**config.mk**
```make
export PLATFORM = sky130hd
export DESIGN_NAME = mtfw_ctrl
export DESIGN_NICKNAME = d
export VERILOG_FILES = /design/src/hdl/mtfw_pkg.sv /design/src/hdl/mtfw_ctrl.sv
export SDC_FILE = /design/constraint.sdc
export NUM_CORES = 1
export LEC_CHECK = 0
export BUFFER_PORTS_ARGS = -buffer_cell sky130_fd_sc_hd__clkbuf_2
export CAP_MARGIN = 40
export CORE_AREA = 2 2 39 41
export CTS_CLUSTER_SIZE = 16
export DETAILED_ROUTE_END_ITERATION = 7
export DIE_AREA = 0 0 41 43
export PLACE_DENSITY = 0.45
export SETUP_SLACK_MARGIN = 0.2
export SLEW_MARGIN = 20
export SYNTH_ARGS = -nofsm -noshare
export SYNTH_HDL_FRONTEND = slang
export SYNTH_SLANG_ARGS = --single-unit
export TNS_END_PERCENT = 50
```
**constraint.sdc**
```tcl
create_clock -name clk -period 1.4 [get_ports clk]
set_clock_uncertainty 0.1 [all_clocks]
set_input_delay 0.14 -clock clk [delete_from_list [all_inputs] [get_ports clk]]
set_output_delay 0.14 -clock clk [all_outputs]
set_load 0.005 [all_outputs]
```
**src/hdl/mtfw_pkg.sv**
```systemverilog
// Package for the mutex table unit: sizes, opcodes, status codes and the
// command/status structs between controller and datapath. No dependencies.
`timescale 1ns / 1ps
package mtfw_pkg;
  localparam int NUM_SLOTS   = 16;
  localparam int QUEUE_DEPTH = 8;
  localparam int SLOT_W  = (NUM_SLOTS > 1) ? $clog2(NUM_SLOTS) : 1;
  localparam int QPOS_W  = (QUEUE_DEPTH > 1) ? $clog2(QUEUE_DEPTH) : 1;
  localparam int CNT_W   = $clog2(QUEUE_DEPTH + 1);
  localparam int QADDR_W = SLOT_W + QPOS_W;
  localparam int QWORDS  = NUM_SLOTS * QUEUE_DEPTH;

  localparam logic [2:0] OP_CREATE  = 3'd0;
  localparam logic [2:0] OP_DESTROY = 3'd1;
  localparam logic [2:0] OP_LOCK    = 3'd2;
  localparam logic [2:0] OP_TRYLOCK = 3'd3;
  localparam logic [2:0] OP_UNLOCK  = 3'd4;
  localparam logic [2:0] OP_QUERY   = 3'd5;

  localparam logic [2:0] ST_OK         = 3'd0;
  localparam logic [2:0] ST_NOT_FOUND  = 3'd1;
  localparam logic [2:0] ST_BUSY       = 3'd2;
  localparam logic [2:0] ST_NO_SLOT    = 3'd3;
  localparam logic [2:0] ST_QUEUED     = 3'd4;
  localparam logic [2:0] ST_QUEUE_FULL = 3'd5;

  // Commands from the controller to the datapath.
  typedef struct packed {
    logic load;      // capture the input item and look up the table
    logic exec;      // apply the command to the slot and build a result
    logic pop;       // destroy: pop the next waiter and build a result
    logic rd_head;   // issue the read of the head waiter
  } mtfw_cmd_t;

  // Status from the datapath to the controller.
  typedef struct packed {
    logic need_head; // command needs the head waiter read first
    logic drain;     // destroy of a slot with waiters
    logic more;      // waiters remain after the current pop
  } mtfw_stat_t;
endpackage

```
**src/hdl/mtfw_ctrl.sv**
```systemverilog
// Controller of the mutex table: sequences lookup, queue read, update and
// destroy drain, and owns the handshakes. Uses mtfw_pkg.
`timescale 1ns / 1ps
module mtfw_ctrl (
  input  logic                 clk,
  input  logic                 rst_n,
  input  logic                 in_valid,
  output logic                 in_ready,
  output logic                 out_valid,
  input  logic                 out_ready,
  input  mtfw_pkg::mtfw_stat_t stat,
  output mtfw_pkg::mtfw_cmd_t  cmd
);
  typedef enum logic [2:0] {S_IDLE, S_LOOK, S_HEAD, S_EXEC, S_DRAIN, S_PHEAD, S_POP}
    state_t;
  state_t state_r;
  logic   out_valid_r;
  logic   out_free;

  assign out_free  = !out_valid_r || out_ready;
  assign in_ready  = state_r == S_IDLE;
  assign out_valid = out_valid_r;

  // Commands decoded from the state.
  always_comb begin
    cmd = '0;
    cmd.load    = in_valid && in_ready;
    cmd.rd_head = state_r == S_HEAD || state_r == S_PHEAD;
    cmd.exec    = state_r == S_EXEC && out_free;
    cmd.pop     = state_r == S_POP && out_free;
  end

  // State and output valid register.
  always_ff @(posedge clk) begin
    if (!rst_n) begin
      state_r <= S_IDLE;
      out_valid_r <= 1'b0;
    end else begin
      if (out_ready) out_valid_r <= 1'b0;
      unique case (state_r)
        S_IDLE:  if (in_valid) state_r <= S_LOOK;
        S_LOOK:  state_r <= stat.need_head ? S_HEAD : S_EXEC;
        S_HEAD:  state_r <= S_EXEC;
        S_EXEC:  if (out_free) begin
          out_valid_r <= 1'b1;
          state_r <= S_IDLE;
        end
        S_DRAIN: state_r <= S_PHEAD;
        S_PHEAD: state_r <= S_POP;
        S_POP:   if (out_free) begin
          out_valid_r <= 1'b1;
          state_r <= stat.more ? S_PHEAD : S_IDLE;
        end
        default: state_r <= S_IDLE;
      endcase
      // A destroy with waiters drains instead of a single result.
      if (state_r == S_LOOK && stat.drain) state_r <= S_DRAIN;
    end
  end
endmodule

```
==> flow_summary_export.csv <==
group,metric,value,unit
critical_path,crit_fanout,4,
global_route,grt_pass1_vias,302,
global_route,antenna_found_initial,0,
floorplan,die_area,1763,sq um
clock_tree,clock_latency,240,ps
cells_and_area,antenna_cells,0,
cells_and_area,fin_area,488.0,sq um
floorplan,core_region_area,1384,sq um
sta,timing.fmax,783.3,MHz
critical_path,crit_family,"flip-flops",
global_route,grt_max_degree,14,
cells_and_area,num-nets-final,69,
min_path,min_path_type,"input pin to register",
routing,dr_total_vias,357,
floorplan,die_w,41,um
floorplan,io_pins,13,
critical_path,worstSetupPathType,"register to primary output",
floorplan,rows,14,
clock_tree,cts_sinks,4,
critical_path,regToRegSetupSlack,130,ps
routing,wl,795,um
yosys,yosysUniqueCellTypes,23,
cells_and_area,multi_input_area,242.7,sq um
critical_path,crit_path_cell_trace,"buf_6 > nor3_4 > and2_1 > buf_2",
pwr,powerDensity,1274,nW/um^2
yosys,synth_cells,42,
yosys,synth-seq-area-share,25.40,%
placed_design,port_buffers,12,
yosys,ys_ff_latch,4,
yosys,avgSynthCellArea,7.507,sq um
critical_path,crit_required,1160,ps
clock_tree,h-tree-depth,1,
clock_tree,cts_tree,"yes",
cells_and_area,regArea,90.09,sq um
routing,dr.pass1.iters,6,
sta,worst_pin_slew,256.1,ps
sta,fin_setup_tns,0,ps
yosys,syn-cell-area,315.3,sq um
floorplan,die_y,43,um
clock_tree,cts_buffer_depth,2,
sta,rsz0062_at_grt,"true",
placed_design,dpl.hpwl,556.8,um
critical_path,start_kind,"register",
sta,setup_viol_count_final,0,
pwr,irDropWorstVdd,0.0005141,V
sta,final_hold_viol_count,0,
global_route,grt_overflow,0,
routing,drtIter0Drc,1,
cells_and_area,n_fill_cell,154,
sta,slew_viol_final,0,
routing,antenna_left,0,
critical_path,cp_slowest_cell,"dfxtp_4",
clock_tree,numCtsBuffers,3,
routing,viasPerCell,4.697,
yosys,syn-num-nets,49,
sta,min_period,1277,ps
sta,timing.slew.headroom,82.81,%
global_route,grt.total_usage,10.53,%
pwr,leakagePower,0.2238,nW
routing,drc,0,
sta,min_period_over_period,91.19,%
clock_tree,clk_pin_slew,40,ps
critical_path,crit_path_max_incr_delay,340,ps
placed_design,dpl_cell_area,410.4,sq um
critical_path,critical_path_buf_inv_count,2,
critical_path,cp-end-kind,"primary output",
global_route,grt_pass1_wl,1221,um
floorplan,start_util,22.78,%
critical_path,arrival,1040,ps
routing,post_drt_wl_per_cell,10.46,um
job,max_cap_violations,0,
cells_and_area,area_growth,54.76,%
clock_tree,root_buffer,"clkbuf_4",
outcome,status,"finished clean",
cells_and_area,layout-drive-gt1-share,51.67,%
yosys,ys_warn_count,0,
placed_design,gp_congestion,0.7063,
==> placed cells by master, fill, tap and decap left out, drive strengths merged, types with 2 or more instances in the layout <==
cell type | Yosys | layout
clkbuf | 0 | 13
buf | 3 | 8
o21ai | 4 | 4
nand2b | 4 | 4
dfxtp | 4 | 4
nor2 | 3 | 3
a21oi | 3 | 3
nand2 | 3 | 3
nor2b | 2 | 2
o21a | 2 | 2
a21o | 2 | 2
==> layer usage <==
layer / share of wire [%] / GRT usage (%)
met5: 0 / 0
met2: 46 / 15.31
met1: 47 / 12.18
met3: 4.9 / 3.141
met4: 2.6 / 8.000
==> worst paths after layout <==
kind	startpoint	end	cells after the start
worst max-delay path	state_r[0]	cmd[3]	4
worst min-delay path	rst_n	state_r[2]	2
worst max register to register	state_r[0]	state_r[2]	4
worst min register to register	state_r[2]	state_r[1]	2
==> layout make-up <==
cell class | count | share of cell area [%]
repair buffers | 18 | 22.31
flip-flops and latches | 4 | 18.46
multi-input cells | 34 | 49.74
inverters | 1 | 0.7692
clock buffers | 3 | 4.615
well taps | 16 | 4.103
==> power by group <==
part / switching, W / internal, W
Clock: 0.0000533 / 0.0000963
Sequential: 0.0000400 / 0.000143
Combinational: 0.000130 / 0.000158
Total: 0.000224 / 0.000398
==> what timing repair did <==
item | in CTS | in global routing
setup endpoints to repair | 7 | 8
hold buffers | 0 | 0
gates resized for setup | 10 | 5
pin swaps | 3 | 1
buffers inserted | 2 | 0
==> sequential cells by signal (all words and copies together), names as in the netlist <==
| signal | cells |
|---|---|
| out_valid | 1 |
| state_r | 3 |
==> synthesized netlist by cell type <==
library cell | n | area, sq um
a311oi_2 | 1 | 15.01
o21a_1 | 2 | 15.01
and4_1 | 1 | 8.760
a21o_1 | 2 | 15.01
and2_1 | 1 | 6.260
buf_2 | 3 | 15.01
nand2b_1 | 4 | 25.02
a21oi_1 | 3 | 15.01
nand4b_1 | 1 | 8.760
or3_1 | 1 | 6.260
nor2b_1 | 2 | 12.51
nor3b_1 | 1 | 7.510
inv_1 | 1 | 3.750
nand3b_1 | 1 | 7.510
o21ai_1 | 2 | 10.01
nor3_1 | 1 | 5.000
o21ai_0 | 2 | 10.01
dfxtp_1 | 4 | 80.08
nand3_1 | 1 | 5.000
a211oi_2 | 1 | 12.51
xor2_1 | 1 | 8.760
nand2_1 | 3 | 11.26
nor2_1 | 3 | 11.26
==> through the flow <==
step                hold WS, ps   power, W  cells  setup WS (ps)  utilization (%)
finish                    55.60  0.0006217     76          123.3            35.26
global route              52.79  0.0006802     76          55.57            35.26
CTS                       42.41  0.0006212     76          111.8            34.54
detailed placement        299.6  0.0004209     71          102.9            29.66
global placement          305.3  0.0004227     71          97.26            29.66
floorplan                 157.5  0.0003323     42          268.6                -
==> cells by family after synthesis <==
| group | count (synthesis) | share of synthesized area, % |
|---|---|---|
| AOI/OAI and AO/OA | 13 | 29.36 |
| xor gates and xnor gates | 1 | 2.778 |
| buffers and inverters | 4 | 5.950 |
| DFF | 4 | 25.40 |
| and+or+nand+nor | 20 | 36.51 |
No activity file was read; power rests on OpenSTA's default activity.
